**config.mk**
```make
export PLATFORM = sky130hd
export DESIGN_NAME = pmfb_front
export DESIGN_NICKNAME = d
export VERILOG_FILES = /design/src/hw/rtl/pmfb_pkg.sv /design/src/hw/rtl/pmfb_front.sv
export SDC_FILE = /design/constraint.sdc
export NUM_CORES = 1
export LEC_CHECK = 0
export ABC_AREA = 1
export BUFFER_PORTS_ARGS = -buffer_cell sky130_fd_sc_hd__buf_2
export CORE_MARGIN = 2
export CORE_UTILIZATION = 39
export CTS_CLUSTER_DIAMETER = 30
export DETAILED_ROUTE_END_ITERATION = 16
export GPL_TIMING_DRIVEN = 0
export HOLD_SLACK_MARGIN = 0.06
export PLACE_DENSITY_LB_ADDON = 0.1
export SLEW_MARGIN = 5
export SYNTH_ARGS = -nofsm -noshare
export SYNTH_HDL_FRONTEND = slang
export SYNTH_SLANG_ARGS = --single-unit
export TNS_END_PERCENT = 100
```
**constraint.sdc**
```tcl
create_clock -name clk -period 1.4 [get_ports clk]
set_input_delay 0.42 -clock clk [delete_from_list [all_inputs] [get_ports clk]]
set_output_delay 0.42 -clock clk [all_outputs]
set_load 0.01 [all_outputs]
```
**src/hw/rtl/pmfb_pkg.sv**
```systemverilog
// Shared types, constants and helpers for the paged monochrome frame buffer.
// Used by the front end, the request queue, the back end and the top level.
package pmfb_pkg;

  // Default geometry: 128 columns by 8 pages of 8 pixel rows.
  localparam int COLUMNS_DEF = 128;
  localparam int PAGES_DEF   = 8;

  // Depth of the queue between the front and back ends.
  localparam int QUEUE_DEPTH = 2;

  // Command codes carried on the input channel.
  localparam logic [2:0] CMD_PIXEL     = 3'd0;
  localparam logic [2:0] CMD_WRITE_XY  = 3'd1;
  localparam logic [2:0] CMD_WRITE_CUR = 3'd2;
  localparam logic [2:0] CMD_READ      = 3'd3;
  localparam logic [2:0] CMD_LOCATE    = 3'd4;
  localparam logic [2:0] CMD_FILL      = 3'd5;

  // Pixel modes; any other code sets the bit.
  localparam logic [1:0] DOT_CLEAR  = 2'b00;
  localparam logic [1:0] DOT_INVERT = 2'b11;

  // Memory operation handed from the front end to the back end.
  typedef enum logic [2:0] {
    OP_NONE,
    OP_WRITE,
    OP_RMW,
    OP_READ,
    OP_FILL
  } op_kind_t;

  typedef enum logic [1:0] {
    RMW_CLEAR,
    RMW_INVERT,
    RMW_SET
  } rmw_mode_t;

  typedef struct packed {
    op_kind_t   kind;
    rmw_mode_t  mode;
    logic [7:0] mask;
    logic [7:0] data;
    logic       status;
  } op_t;

  // Back-end sequencer states.
  typedef enum logic [1:0] {
    BK_CLEAR,
    BK_IDLE,
    BK_EXEC,
    BK_FILL
  } bk_state_t;

  // Applies a pixel operation to one column byte.
  function automatic logic [7:0] apply_dot(rmw_mode_t mode, logic [7:0] old_byte,
                                           logic [7:0] mask);
    logic [7:0] res;
    res = old_byte | mask;
    if (mode == RMW_CLEAR) begin
      res = old_byte & ~mask;
    end else if (mode == RMW_INVERT) begin
      res = old_byte ^ mask;
    end
    return res;
  endfunction

endpackage

```
**src/hw/rtl/pmfb_front.sv**
```systemverilog
// Front end: range checks, address generation and the write cursor.
// Turns each accepted request into one memory operation; uses pmfb_pkg.
module pmfb_front import pmfb_pkg::*; #(
  parameter int COLUMNS = COLUMNS_DEF,
  parameter int PAGES   = PAGES_DEF,
  localparam int ADDR_W = $clog2(COLUMNS * PAGES)
) (
  input  logic              clk,
  input  logic              rst_n,
  input  logic              accept,
  input  logic [2:0]        command,
  input  logic [7:0]        x,
  input  logic [6:0]        y,
  input  logic signed [1:0] dot_mode,
  input  logic [7:0]        byte_value,
  output op_t               op,
  output logic [ADDR_W-1:0] op_addr
);

  localparam int COL_W  = $clog2(COLUMNS);
  localparam int PAGE_W = (PAGES > 1) ? $clog2(PAGES) : 1;
  localparam int ROWS   = PAGES * 8;

  logic [COL_W-1:0]  cur_col_r, cur_col_nxt;
  logic [PAGE_W-1:0] cur_page_r, cur_page_nxt;
  logic              coord_ok;
  logic [COL_W-1:0]  x_col;
  logic [PAGE_W-1:0] y_page;
  logic [ADDR_W-1:0] xy_addr;
  logic [ADDR_W-1:0] cur_addr;
  logic [7:0]        bit_mask;

  // Coordinate decode.
  assign coord_ok = ({1'b0, x} < 9'(COLUMNS)) && ({1'b0, y} < 8'(ROWS));
  assign x_col    = x[COL_W-1:0];
  assign y_page   = y[PAGE_W+2:3];
  assign xy_addr  = ADDR_W'(int'(y_page) * COLUMNS + int'(x_col));
  assign cur_addr = ADDR_W'(int'(cur_page_r) * COLUMNS + int'(cur_col_r));
  assign bit_mask = 8'(1) << y[2:0];

  // Classify the request and work out the cursor's next position.
  always_comb begin
    op           = '{kind: OP_NONE, mode: RMW_SET, mask: bit_mask,
                     data: byte_value, status: 1'b0};
    op_addr      = xy_addr;
    cur_col_nxt  = cur_col_r;
    cur_page_nxt = cur_page_r;
    unique case (command)
      CMD_PIXEL: begin
        if (coord_ok) begin
          op.kind = OP_RMW;
          if (dot_mode == DOT_CLEAR) begin
            op.mode = RMW_CLEAR;
          end else if (dot_mode == DOT_INVERT) begin
            op.mode = RMW_INVERT;
          end
        end else begin
          op.status = 1'b1;
        end
      end
      CMD_WRITE_XY: begin
        if (coord_ok) begin
          op.kind = OP_WRITE;
        end else begin
          op.status = 1'b1;
        end
      end
      CMD_WRITE_CUR: begin
        op.kind = OP_WRITE;
        op_addr = cur_addr;
        // Column wraps to the next page; the page sticks at the last one.
        if (cur_col_r == COL_W'(COLUMNS - 1)) begin
          cur_col_nxt = '0;
          if (cur_page_r != PAGE_W'(PAGES - 1)) begin
            cur_page_nxt = cur_page_r + 1'b1;
          end
        end else begin
          cur_col_nxt = cur_col_r + 1'b1;
        end
      end
      CMD_READ: begin
        if (coord_ok) begin
          op.kind = OP_READ;
        end else begin
          op.status = 1'b1;
        end
      end
      CMD_LOCATE: begin
        if (coord_ok) begin
          cur_col_nxt  = x_col;
          cur_page_nxt = y_page;
        end else begin
          op.status = 1'b1;
        end
      end
      CMD_FILL: begin
        op.kind = OP_FILL;
      end
      default: begin
      end
    endcase
  end

  // Cursor registers move only when a request is taken.
  always_ff @(posedge clk) begin
    if (!rst_n) begin
      cur_col_r  <= '0;
      cur_page_r <= '0;
    end else if (accept) begin
      cur_col_r  <= cur_col_nxt;
      cur_page_r <= cur_page_nxt;
    end
  end

endmodule

```
==> flow_metrics.py <==
metrics = {
    "status": {
        "status": "finished with violations",
        "failed_checks": "setup timing",
    },
    "synthesis": {
        "synth-adder-area-share_pct": 4.796,
        "synth-simple-area-share_pct": 47.96,
        "synth_nets": 218,
        "synth_mux_area_share_pct": 0,
        "synth.distinct_cells": 25,
        "synth_seq_cells": 10,
        "synth_compound_area_share_pct": 10.19,
        "synthXorXnorAreaFrac_pct": 0.8393,
        "synth.largest_area_cell": "dfxtp_1",
        "synth_top_family_by_area": "simple AND/OR/NAND/NOR gates",
        "ys_warn_count": 0,
        "synth_area_um2": 1044,
        "synth_top_area_share_pct": 19.18,
        "syn_inst": 183,
        "synth_area_leaders": "dfxtp_1 19%, nand2_1 17%, nor2_1 12%",
        "synth-seq-area-share_pct": 19.18,
        "synth.avg_cell_area_um2": 5.702,
    },
    "timing": {
        "setup_slack_ps": -254.2,
        "setup_tns_ps": -2436,
        "hold_viol_final": 0,
        "period_share_pct": 118.2,
        "period_needed_ps": 1654,
        "finClkSkew_ps": 5.573,
        "clock.fmax_mhz": 604.5,
        "rsz0062_at_grt": "true",
        "slew_headroom_pct": 81.31,
        "tightest_slew_ps": 279.9,
        "slew_viol_final": 0,
        "setup_viol": 15,
    },
    "detailed_routing": {
        "antenna_left": 0,
        "first_pass_iters": 4,
        "via_count": 1423,
        "drt_iter0_drc": 30,
        "drc_errors": 0,
        "wl_mm": 3.456,
        "vias_per_cell": 5.046,
        "post_drt_wl_per_cell_um": 12.26,
    },
    "finish": {
        "nFillCells": 209,
        "nNetsFinal": 289,
        "multi_input_area_um2": 863.3,
        "final-seq-area_um2": 207.7,
        "final_core_util_pct": 73.57,
        "layout-drive-gt1-share_pct": 55.56,
        "final_cell_mix": "44 x buf_2, 30 x nor2_1, 29 x nand2_1",
        "layout_commonest_cell": "buf_2",
        "n_antenna_cell": 0,
        "fin_cells": 282,
        "fin_area_um2": 1839,
        "syn2layout_area_growth_pct": 76.26,
    },
    "critical_path": {
        "worstSetupStartpoint": "dot_mode[0]",
        "cp_data_required_time_ps": 980,
        "reg2reg_slack_ps": 100,
        "crit_chain": "buf_6 > ha_4 > or3_4 > buf_6",
        "r2r-start": "cur_col_r[0]$_SDFFE_PN0P_",
        "worstSetupPathType": "input pin to primary output",
        "crit_slowest_cell": "or3_4",
        "r2r_end": "cur_col_r[6]$_SDFFE_PN0P_",
        "cpMostUsedCell": "buf_6",
        "startpoint_type": "input pin",
        "worstPathArrival_ps": 1230,
        "crit_path_max_incr_delay_ps": 380,
        "cp_max_fo": 1,
        "endpoint": "op[18]",
        "cp-end-kind": "primary output",
        "rr_worst_depth": 8,
    },
    "die": {
        "die-area_um2": 3105,
        "die_h_um": 55.73,
        "rows": 18,
        "initial_utilization_pct": 41.74,
        "fp.dieW_um": 55.73,
        "core_region_area_um2": 2500,
        "ios": 63,
    },
    "clock_tree": {
        "cts_buffers": 3,
        "clock-sinks": 10,
        "clockBufferDepth": 2,
        "clk_pin_slew_ps": 70,
        "hold_buffers": 0,
        "cts_tree": "built",
        "h-tree-depth": 1,
        "clock_latency_ps": 280,
        "clock-root-buffer": "clkbuf_4",
    },
    "place": {
        "placed_cell_area_um2": 1399,
        "hpwl_mm": 2.171,
        "gp_congestion": 0.7516,
        "portBuffers": 53,
        "place_inst": 266,
    },
    "flow_run": {
        "max_cap_violations": 0,
    },
    "hold_path": {
        "hp-start": "x[4]",
        "hp-class": "input pin to flop",
    },
    "global_route": {
        "grt.overflow.total": 0,
        "track_usage_pct": 19.40,
        "first_global_vias": 1190,
        "grt_max_degree": 11,
        "antenna_found_initial": 0,
        "grt_pass1_wl_mm": 4.919,
    },
    "power": {
        "cellPowerDensity_nw_per_um2": 519.8,
        "cellLeakagePower_nw": 0.9177,
        "total_power_w": 0.0009560,
        "ir_worst_vdd_uv": 491.1,
    },
}
[sequential cells by signal (all words and copies together) (netlist names)]
register and flops:
cur_col_r 7, cur_page_r 3
[metrics by stage]
step	hold WS (ps)	worst slack, ps
after global placement	497.4	-355.3
after CTS	469.6	-257.7
final	460.9	-254.2
after floorplan	482.1	-38.79
after global routing	483.3	-259.8
after detailed placement	498.2	-350.5
[worst min path at each step]
stage	slack (ps)	endpoint	cells past startpoint
6_report	460	cur_col_r[4]$_SDFFE_PN0P_	5
5_1_grt	480	cur_page_r[0]$_SDFFE_PN0P_	3
3_5_place_dp	500	cur_page_r[2]$_SDFFE_PN0P_	2
3_3_place_gp	500	cur_page_r[2]$_SDFFE_PN0P_	2
2_1_floorplan	480	cur_page_r[1]$_SDFFE_PN0P_	2
4_1_cts	470	cur_col_r[4]$_SDFFE_PN0P_	5
[per-layer routing]
layer / vias up / part of all wire, % / GRT usage (%)
met3: 10 / 6.0 / 5.116
li1: 713 / - / -
met5: - / 0 / 0
met4: 0 / 2.8 / 4.181
met1: 649 / 42 / 23.77
met2: 51 / 49 / 33.84
[critical path: cells and delay by family]
kind | cells | cell delay, ps
buffers and inverters | 2 | 230
AND/OR/NAND/NOR | 1 | 380
adder cells (fa/ha/maj) | 1 | 220
[synth_stat cells (all sizes together)]
| library cell | instances |
|---|---|
| or3 | 1 |
| nand3b | 1 |
| clkbuf | 1 |
| o22ai | 1 |
| nand3 | 10 |
| inv | 24 |
| nor3 | 12 |
| o21ai | 18 |
| buf | 11 |
| ha | 4 |
| a21oi | 2 |
| nand2 | 50 |
| nand4 | 1 |
| xnor2 | 1 |
| dfxtp | 10 |
| nor2 | 34 |
| nor3b | 2 |
[power breakdown]
part,internal [W],switching [W],total (W),leakage (nW)
clock,0.0000999,0.000115,0.000214,0.0138
combinational,0.000204,0.000218,0.000422,0.821
sequential,0.000299,0.0000210,0.000320,0.0831
[final cells by class]
type                       count  share of cell area (%)
inverter                      24                   6.395
timing repair inverter         1                  0.2041
timing repair buffer          65                   25.99
clock buffer                   3                   1.224
buffer                        12                   5.918
sequential                    10                   11.29
multi-input combinational    137                   46.94
tap                           30                   2.041
[kinds of logic (layout without fill, tap and decap cells)]
logic type	after synthesis	count (layout)
adders and majority gates	4	4
buffers and inverters	36	105
and+or+nand+nor	111	111
AOI/OAI and AO/OA	21	21
DFF	10	10
xor gates and xnor gates	1	1
[repair_timing]
item	4_1_cts	5_1_grt
cloned	2	1
pin swaps	4	14
resized for setup	35	54
setup endpoints to repair	22	28
setup buffers	4	8
Note: power is estimated with default switching activity, not from simulation.
