[config.mk]
export PLATFORM = sky130hd
export DESIGN_NAME = pmfb_queue
export DESIGN_NICKNAME = d
export VERILOG_FILES = /design/src/hw/rtl/pmfb_pkg.sv /design/src/hw/rtl/pmfb_queue.sv
export SDC_FILE = /design/constraint.sdc
export NUM_CORES = 1
export LEC_CHECK = 0
export BUFFER_PORTS_ARGS = -buffer_cell sky130_fd_sc_hd__buf_2
export CORE_UTILIZATION = 26
export DETAILED_ROUTE_END_ITERATION = 16
export MAX_ROUTING_LAYER = met4
export PLACE_DENSITY = 0.52
export SLEW_MARGIN = 20
export SYNTH_ARGS = -nofsm -noshare
export SYNTH_HDL_FRONTEND = slang
export SYNTH_SLANG_ARGS = --single-unit
export TNS_END_PERCENT = 1
[constraint.sdc]
create_clock -name clk -period 1.5 [get_ports clk]
set_input_delay 0.075 -clock clk [delete_from_list [all_inputs] [get_ports clk]]
set_output_delay 0.075 -clock clk [all_outputs]
set_load 0.01 [all_outputs]
[src/hw/rtl/pmfb_pkg.sv]
// Shared types, constants and helpers for the paged monochrome frame buffer.
// Used by the front end, the request queue, the back end and the top level.
package pmfb_pkg;

  // Default geometry: 128 columns by 8 pages of 8 pixel rows.
  localparam int COLUMNS_DEF = 128;
  localparam int PAGES_DEF   = 8;

  // Depth of the queue between the front and back ends.
  localparam int QUEUE_DEPTH = 2;

  // Command codes carried on the input channel.
  localparam logic [2:0] CMD_PIXEL     = 3'd0;
  localparam logic [2:0] CMD_WRITE_XY  = 3'd1;
  localparam logic [2:0] CMD_WRITE_CUR = 3'd2;
  localparam logic [2:0] CMD_READ      = 3'd3;
  localparam logic [2:0] CMD_LOCATE    = 3'd4;
  localparam logic [2:0] CMD_FILL      = 3'd5;

  // Pixel modes; any other code sets the bit.
  localparam logic [1:0] DOT_CLEAR  = 2'b00;
  localparam logic [1:0] DOT_INVERT = 2'b11;

  // Memory operation handed from the front end to the back end.
  typedef enum logic [2:0] {
    OP_NONE,
    OP_WRITE,
    OP_RMW,
    OP_READ,
    OP_FILL
  } op_kind_t;

  typedef enum logic [1:0] {
    RMW_CLEAR,
    RMW_INVERT,
    RMW_SET
  } rmw_mode_t;

  typedef struct packed {
    op_kind_t   kind;
    rmw_mode_t  mode;
    logic [7:0] mask;
    logic [7:0] data;
    logic       status;
  } op_t;

  // Back-end sequencer states.
  typedef enum logic [1:0] {
    BK_CLEAR,
    BK_IDLE,
    BK_EXEC,
    BK_FILL
  } bk_state_t;

  // Applies a pixel operation to one column byte.
  function automatic logic [7:0] apply_dot(rmw_mode_t mode, logic [7:0] old_byte,
                                           logic [7:0] mask);
    logic [7:0] res;
    res = old_byte | mask;
    if (mode == RMW_CLEAR) begin
      res = old_byte & ~mask;
    end else if (mode == RMW_INVERT) begin
      res = old_byte ^ mask;
    end
    return res;
  endfunction

endpackage

[src/hw/rtl/pmfb_queue.sv]
// Small first-in first-out queue of memory operations.
// Sits between the front and back ends; uses pmfb_pkg for its depth.
module pmfb_queue import pmfb_pkg::*; #(
  parameter int DATA_W = 8
) (
  input  logic              clk,
  input  logic              rst_n,
  input  logic              push,
  input  logic [DATA_W-1:0] push_data,
  input  logic              pop,
  output logic [DATA_W-1:0] head_data,
  output logic              full,
  output logic              empty
);

  localparam int PTR_W = $clog2(QUEUE_DEPTH);
  localparam int CNT_W = $clog2(QUEUE_DEPTH + 1);

  logic [DATA_W-1:0] slot_r [QUEUE_DEPTH];
  logic [PTR_W-1:0]  wr_ptr_r, rd_ptr_r;
  logic [CNT_W-1:0]  count_r;

  assign full      = (count_r == CNT_W'(QUEUE_DEPTH));
  assign empty     = (count_r == '0);
  assign head_data = slot_r[rd_ptr_r];

  // Storage slots.
  always_ff @(posedge clk) begin
    if (push) begin
      slot_r[wr_ptr_r] <= push_data;
    end
  end

  // Pointers and fill count.
  always_ff @(posedge clk) begin
    if (!rst_n) begin
      wr_ptr_r <= '0;
      rd_ptr_r <= '0;
      count_r  <= '0;
    end else begin
      if (push) begin
        wr_ptr_r <= (wr_ptr_r == PTR_W'(QUEUE_DEPTH - 1)) ? '0 : wr_ptr_r + 1'b1;
      end
      if (pop) begin
        rd_ptr_r <= (rd_ptr_r == PTR_W'(QUEUE_DEPTH - 1)) ? '0 : rd_ptr_r + 1'b1;
      end
      if (push && !pop) begin
        count_r <= count_r + 1'b1;
      end else if (pop && !push) begin
        count_r <= count_r - 1'b1;
      end
    end
  end

endmodule

==> flow_metrics.tcl, run 1 <==
set metrics [dict create \
    status "complete, but fails checks" \
    violations "DRC" \
    grt.met2_usage_pct 11.26 \
    relSlewSlack_pct 72.91 \
    placed_area_sq_um 940.9 \
    io_buffers 21 \
    period_share_pct 89.01 \
    gp_congestion 0.5873 \
    cts_max_level 1 \
    yosys_warnings 0 \
    grt_setup_unrepaired "false" \
    final_util_pct 37.06 \
    n_antenna_cell 0 \
    die-area_sq_um 3281 \
    worstSetupEndpointType "output pin" \
    final_common_cell "buf_2" \
    timing.setup.tns_ps 0 \
    worstSetupPathType "flip-flop to output pin" \
    vdd_ir_drop_max_mv 0.4588 \
    fin_area_sq_um 1049 \
    dp_hpwl_um 870.9 \
    slowest_delay_ps 450 \
    cp_num_buf_inv 1 \
    busiest_layer "met2" \
    clockRootBuffer "clkbuf_4" \
    syn_avg_cell_area_sq_um 16.90 \
    wl_um 1243 \
    syn_area_sq_um 794.5 \
    numClockSinks 21 \
    grt_pass1_wl_um 1890 \
    reg2reg_slack_ps 430 \
    leakage_uw 0.0004159 \
    timing.rr.start "wr_ptr_r" \
    grt_overflow 0 \
    min_from "rst_n" \
    syn_nets 60 \
    grt_pass1_vias 423 \
    drt-pass1-iter-count 10 \
    drive_above_1_share_pct 43.75 \
    grt.met1_usage_pct 10.61 \
    track_usage_pct 8.056 \
    drc 6 \
    setup.worst_path.start_class "flip-flop" \
    max_cap_violations 0 \
    slew_viol_final 0 \
    viasPerCell 4.207 \
    die_h_um 57.28 \
    syn2layout_area_growth_pct 31.97 \
    clockBufferDepth 2 \
    postSynthCellCount 47 \
    worst_ep_arrival_time_ps 1260 \
    holdPathStages 2 \
    worstMarginPinSlew_ps 406.3 \
    min_to "wr_ptr_r" \
    grtUsageMet3_pct 4.308 \
    vias 467 \
    nets 94 \
    fmax_ghz 0.7490 \
    rows 19 \
    first_iter_violations 16 \
    fin_crit_ps 1335 \
    r2r_end "slot_r[1][1]" \
    hold_path_class "input pin to flip-flop" \
    wl_per_cell_um 11.20 \
    grt_max_degree 12 \
    die_x_um 57.28 \
    synth_seq_cells 21 \
    coreArea_sq_um 2829 \
    n_fill_cell 275 \
    setup_violations 0 \
    tritoncts "built" \
    antenna_found_initial 0 \
    path_max_fanout 8 \
    ant_nets 0 \
    crit_path_top_delay_cell "dfxtp_2" \
    io_pins 22 \
    path_cells "mux2_2, buf_2" \
    numCtsBuffers 3 \
    required_ps 1420 \
    finalHoldViolCount 0 \
    synth_cell_types 16 \
    yosysSeqAreaShare_pct 73.07 \
    crit_family "flip-flops" \
    clock_skew_ps 0.3680 \
    final_cell_mix "21 x buf_2, 16 x edfxtp_1, 8 x mux2_2, 8 x dlygate4sd3_1" \
    start_util_pct 28.08 \
    clock_latency_ps 290 \
    ff2ff_path_depth 1 \
    clk_pin_slew_ps 110 \
    power_density_nw_per_um2 1067 \
]
-- cells by family (layout without fill, tap and decap cells) --
logic type	count (synthesis)	after routing	share of synthesized area, %
mux	8	8	11.34
compound gates	3	3	2.520
flops	21	21	73.07
xor+xnor	3	3	3.308
fa+ha+maj	1	1	1.575
buf+inv	2	35	1.101
simple gates	9	9	7.086
-- cell usage after synthesis --
cell / n / share of area (%)
inv_1: 1 / 0.47
a21boi_1: 1 / 0.95
edfxtp_1: 16 / 60
dfxtp_1: 5 / 13
o21a_1: 1 / 0.95
and2b_2: 1 / 1.1
xor2_1: 2 / 2.2
or3_1: 1 / 0.79
nor2b_1: 2 / 1.6
o21ai_0: 1 / 0.63
nor2_1: 1 / 0.47
buf_2: 1 / 0.63
ha_1: 1 / 1.6
and2_1: 4 / 3.1
mux2_2: 8 / 11
xnor2_1: 1 / 1.1
-- where the power goes --
part | switching (uW) | leakage, uW | internal (uW) | total, uW
Combinational | 70.8 | 0.000209 | 95.9 | 167
Sequential | 23.0 | 0.000192 | 666 | 689
Clock | 160 | 0.0000150 | 104 | 263
Total | 253 | 0.000416 | 865 | 1120
-- flip-flops by register name (all words and copies together), names as in the netlist, named ones only --
signal,cells
rd_ptr_r,1
slot_r,16
wr_ptr_r,1
count_r,2
-- how the worst max path moves through the flow --
stage / to / slack, ps / start / depth (start not counted)
2_1_floorplan: slot_r[0][0] / 400 / wr_ptr_r / 1
3_3_place_gp: head_data[4] / 380 / flip-flop / 2
3_5_place_dp: head_data[4] / 360 / flip-flop / 2
4_1_cts: head_data[4] / 20 / flip-flop / 2
5_1_grt: head_data[7] / 100 / flip-flop / 2
6_report: head_data[4] / 160 / flip-flop / 2
-- what timing repair did --
| item | 4_1_cts | 5_1_grt |
|---|---|---|
| endpoints found under the setup margin | 0 | 8 |
| endpoints found under the hold margin | 16 | 0 |
| hold buffers | 8 | 0 |
| buffers inserted | 0 | 0 |
| gates resized for setup | 0 | 1 |
-- per-layer routing --
layer,vias up,wire [um]
met5,-,0
met4,0,0
met3,0,90
met2,19,538
met1,214,615
li1,234,-
-- metrics by stage --
step                hold slack, ps  instances  total power (uW)  worst slack [ps]
finish                       36.99        111              1119             164.8
global route                 31.77        111              1161             103.3
CTS                          33.32        111              1128             17.93
detailed placement           270.1         99             855.0             357.3
global placement             265.5         99             851.0             381.3
floorplan                    173.9         47             789.6             395.7
-- layout make-up --
cell class	count	area [sq um]	area share, %
flip-flops and latches	21	581.8	55.49
well taps	31	38.79	3.699
inverters	1	3.754	0.3580
repair buffers	30	192.7	18.38
clock buffers	4	26.28	2.506
multi-input cells	24	205.2	19.57
(Power assumes the default switching activity.)
==> run 2, diff against run 1 <==
Settings changed: BUFFER_PORTS_ARGS -buffer_cell sky130_fd_sc_hd__buf_2 to -buffer_cell sky130_fd_sc_hd__buf_4, CELL_PAD_IN_SITES_DETAIL_PLACEMENT from default to 1, CELL_PAD_IN_SITES_GLOBAL_PLACEMENT from default to 1, PLACE_DENSITY 0.52 to 0.6.
==> flow_metrics.tcl, run 2 (synthesis results as in run 1) <==
set metrics [dict create \
    status "finished clean" \
    numClockSinks 21 \
    leakage_uw 0.0004406 \
    grt_max_degree 13 \
    worstSetupEndpointType "output pin" \
    grt_pass1_vias 539 \
    regMostFlops "slot_r" \
    max_cap_violations 0 \
    min_to "wr_ptr_r" \
    clock_latency_ps 310 \
    p_clk_share_pct 23.9 \
    cts_setup_buffers 0 \
    slew_viol_final 0 \
    timing.critical_path.depth 2 \
    path_max_fanout 8 \
    cts_max_level 1 \
    required_ps 1420 \
    final_cell_mix "22 x buf_4, 16 x edfxtp_1, 9 x dlygate4sd3_1" \
    viasPerCell 4.438 \
    die_x_um 57.28 \
    drc 0 \
    worstSetupPathType "flip-flop to output pin" \
    first_iter_violations 3 \
    pwr-share-comb_pct 16.9 \
    grt.met1_usage_pct 10.50 \
    clockBufferDepth 2 \
    clock_skew_ps 3.790 \
    syn2layout_area_growth_pct 40.00 \
    ff2ff_path_depth 2 \
    power_frac_seq_pct 59.2 \
    n_antenna_cell 0 \
    netSwitchingFraction_pct 23.77 \
    setup_violations 0 \
    fin_area_sq_um 1112 \
    setup.worst_path.start_class "flip-flop" \
    grtUsageMet3_pct 2.948 \
    tritoncts "built" \
    finalHoldViolCount 0 \
    io_pins 22 \
    timing.rr.start "wr_ptr_r" \
    grt_pass1_wl_um 2449 \
    drt-pass1-iter-count 2 \
    p_int_uw 888.0 \
    slowest_delay_ps 460 \
    start_util_pct 28.08 \
    crit_path_top_delay_cell "dfxtp_2" \
    reg2reg_slack_ps 390 \
    r2r_end "slot_r[0][7]" \
    coreArea_sq_um 2829 \
    n_fill_cell 297 \
    worstMarginPinSlew_ps 417.2 \
    fin_crit_ps 1343 \
    crit_family "flip-flops" \
    nets 95 \
    power_uw 1165 \
    die_h_um 57.28 \
    clk_pin_slew_ps 110 \
    vias 497 \
    relSlewSlack_pct 72.19 \
    grt_setup_unrepaired "false" \
    drive_above_1_share_pct 44.44 \
    wl_um 1534 \
    fmax_ghz 0.7446 \
    wl_per_cell_um 13.70 \
    path_cells "mux2_2, buf_4" \
    track_usage_pct 10.55 \
    ant_nets 0 \
    placed_area_sq_um 993.5 \
    die-area_sq_um 3281 \
    power_density_nw_per_um2 1047 \
    grt_overflow 0 \
    busiest_layer "met2" \
    grt.met2_usage_pct 18.82 \
    min_from "push" \
    holdPathStages 3 \
    timing.setup.tns_ps 0 \
    hold_path_class "input pin to flip-flop" \
    final_common_cell "buf_4" \
    p_switching_uw 276.9 \
    largest_register_ffs 16 \
    worst_ep_arrival_time_ps 1270 \
    gp_congestion 0.6207 \
    vdd_ir_drop_max_mv 0.4435 \
    cp_num_buf_inv 1 \
    holdWs_ps 91.44 \
    io_buffers 21 \
    clockRootBuffer "clkbuf_4" \
    numCtsBuffers 3 \
    period_share_pct 89.53 \
    top_regs "slot_r: 16 flops, count_r: 2 flops" \
    rows 19 \
    dp_hpwl_um 1024 \
    antenna_found_initial 0 \
]
[run 2: changes by cell type in the layout (fill, tap and decap cells not counted), sizes merged]
cell,delta
clkbuf,-1
clkinv,+1
dlygate4sd3,+1
[run 2: metal layers]
layer,vias up,share of wire [%]
li1,236,-
met1,238,38
met2,20,54
met3,3,6.1
met4,0,1.8
met5,-,0
[run 2: area by class of cell]
| cell class | count | area, sq um | area share [%] |
|---|---|---|---|
| Timing Repair Buffer | 31 | 255.2 | 22.95 |
| Clock buffer | 3 | 22.52 | 2.025 |
| Clock inverter | 1 | 5.005 | 0.4499 |
| Tap cell | 31 | 38.79 | 3.487 |
| Sequential cell | 21 | 581.8 | 52.31 |
| Multi-Input combinational cell | 24 | 205.2 | 18.45 |
| Inverter | 1 | 3.754 | 0.3375 |
[run 2: through the flow]
stage / setup slack, ps / instances / util, %
6_report: 157.1 / 112 / 39.32
3_5_place_dp: 355.3 / 99 / 35.12
2_1_floorplan: 395.7 / 47 / -
5_1_grt: 97.81 / 112 / 39.32
3_3_place_gp: 366.5 / 99 / 35.12
4_1_cts: 122.0 / 112 / 39.32
[run 2: how the worst max path moves through the flow]
| stage | from | to |
|---|---|---|
| 2_1_floorplan | wr_ptr_r | slot_r[0][0] |
| 3_3_place_gp | flip-flop | head_data[3] |
| 3_5_place_dp | flip-flop | head_data[3] |
| 4_1_cts | flip-flop | head_data[3] |
| 5_1_grt | flip-flop | head_data[3] |
| 6_report | flip-flop | head_data[3] |
[run 2: timing repair]
item | 4_1_cts | 5_1_grt
setup endpoints to repair | 7 | 0
hold buffers | 9 | 0
gates resized for setup | 1 | 0
endpoints found under the hold margin | 17 | 0
[run 2: power groups by stage]
stage	Sequential (uW)	Clock (uW)	Combinational, uW
floorplan	690	0	99.2
global placement	701	0	176
detailed placement	704	0	180
CTS	692	290	200
global route	696	303	215
finish	690	278	197
[run 2: worst register-to-register path, delay by kind of cell, from the launching register on]
| family | cells | cell delay (ps) |
|---|---|---|
| DFF | 1 | 340 |
| and+or+nand+nor | 1 | 270 |
| buffers and inverters | 1 | 230 |
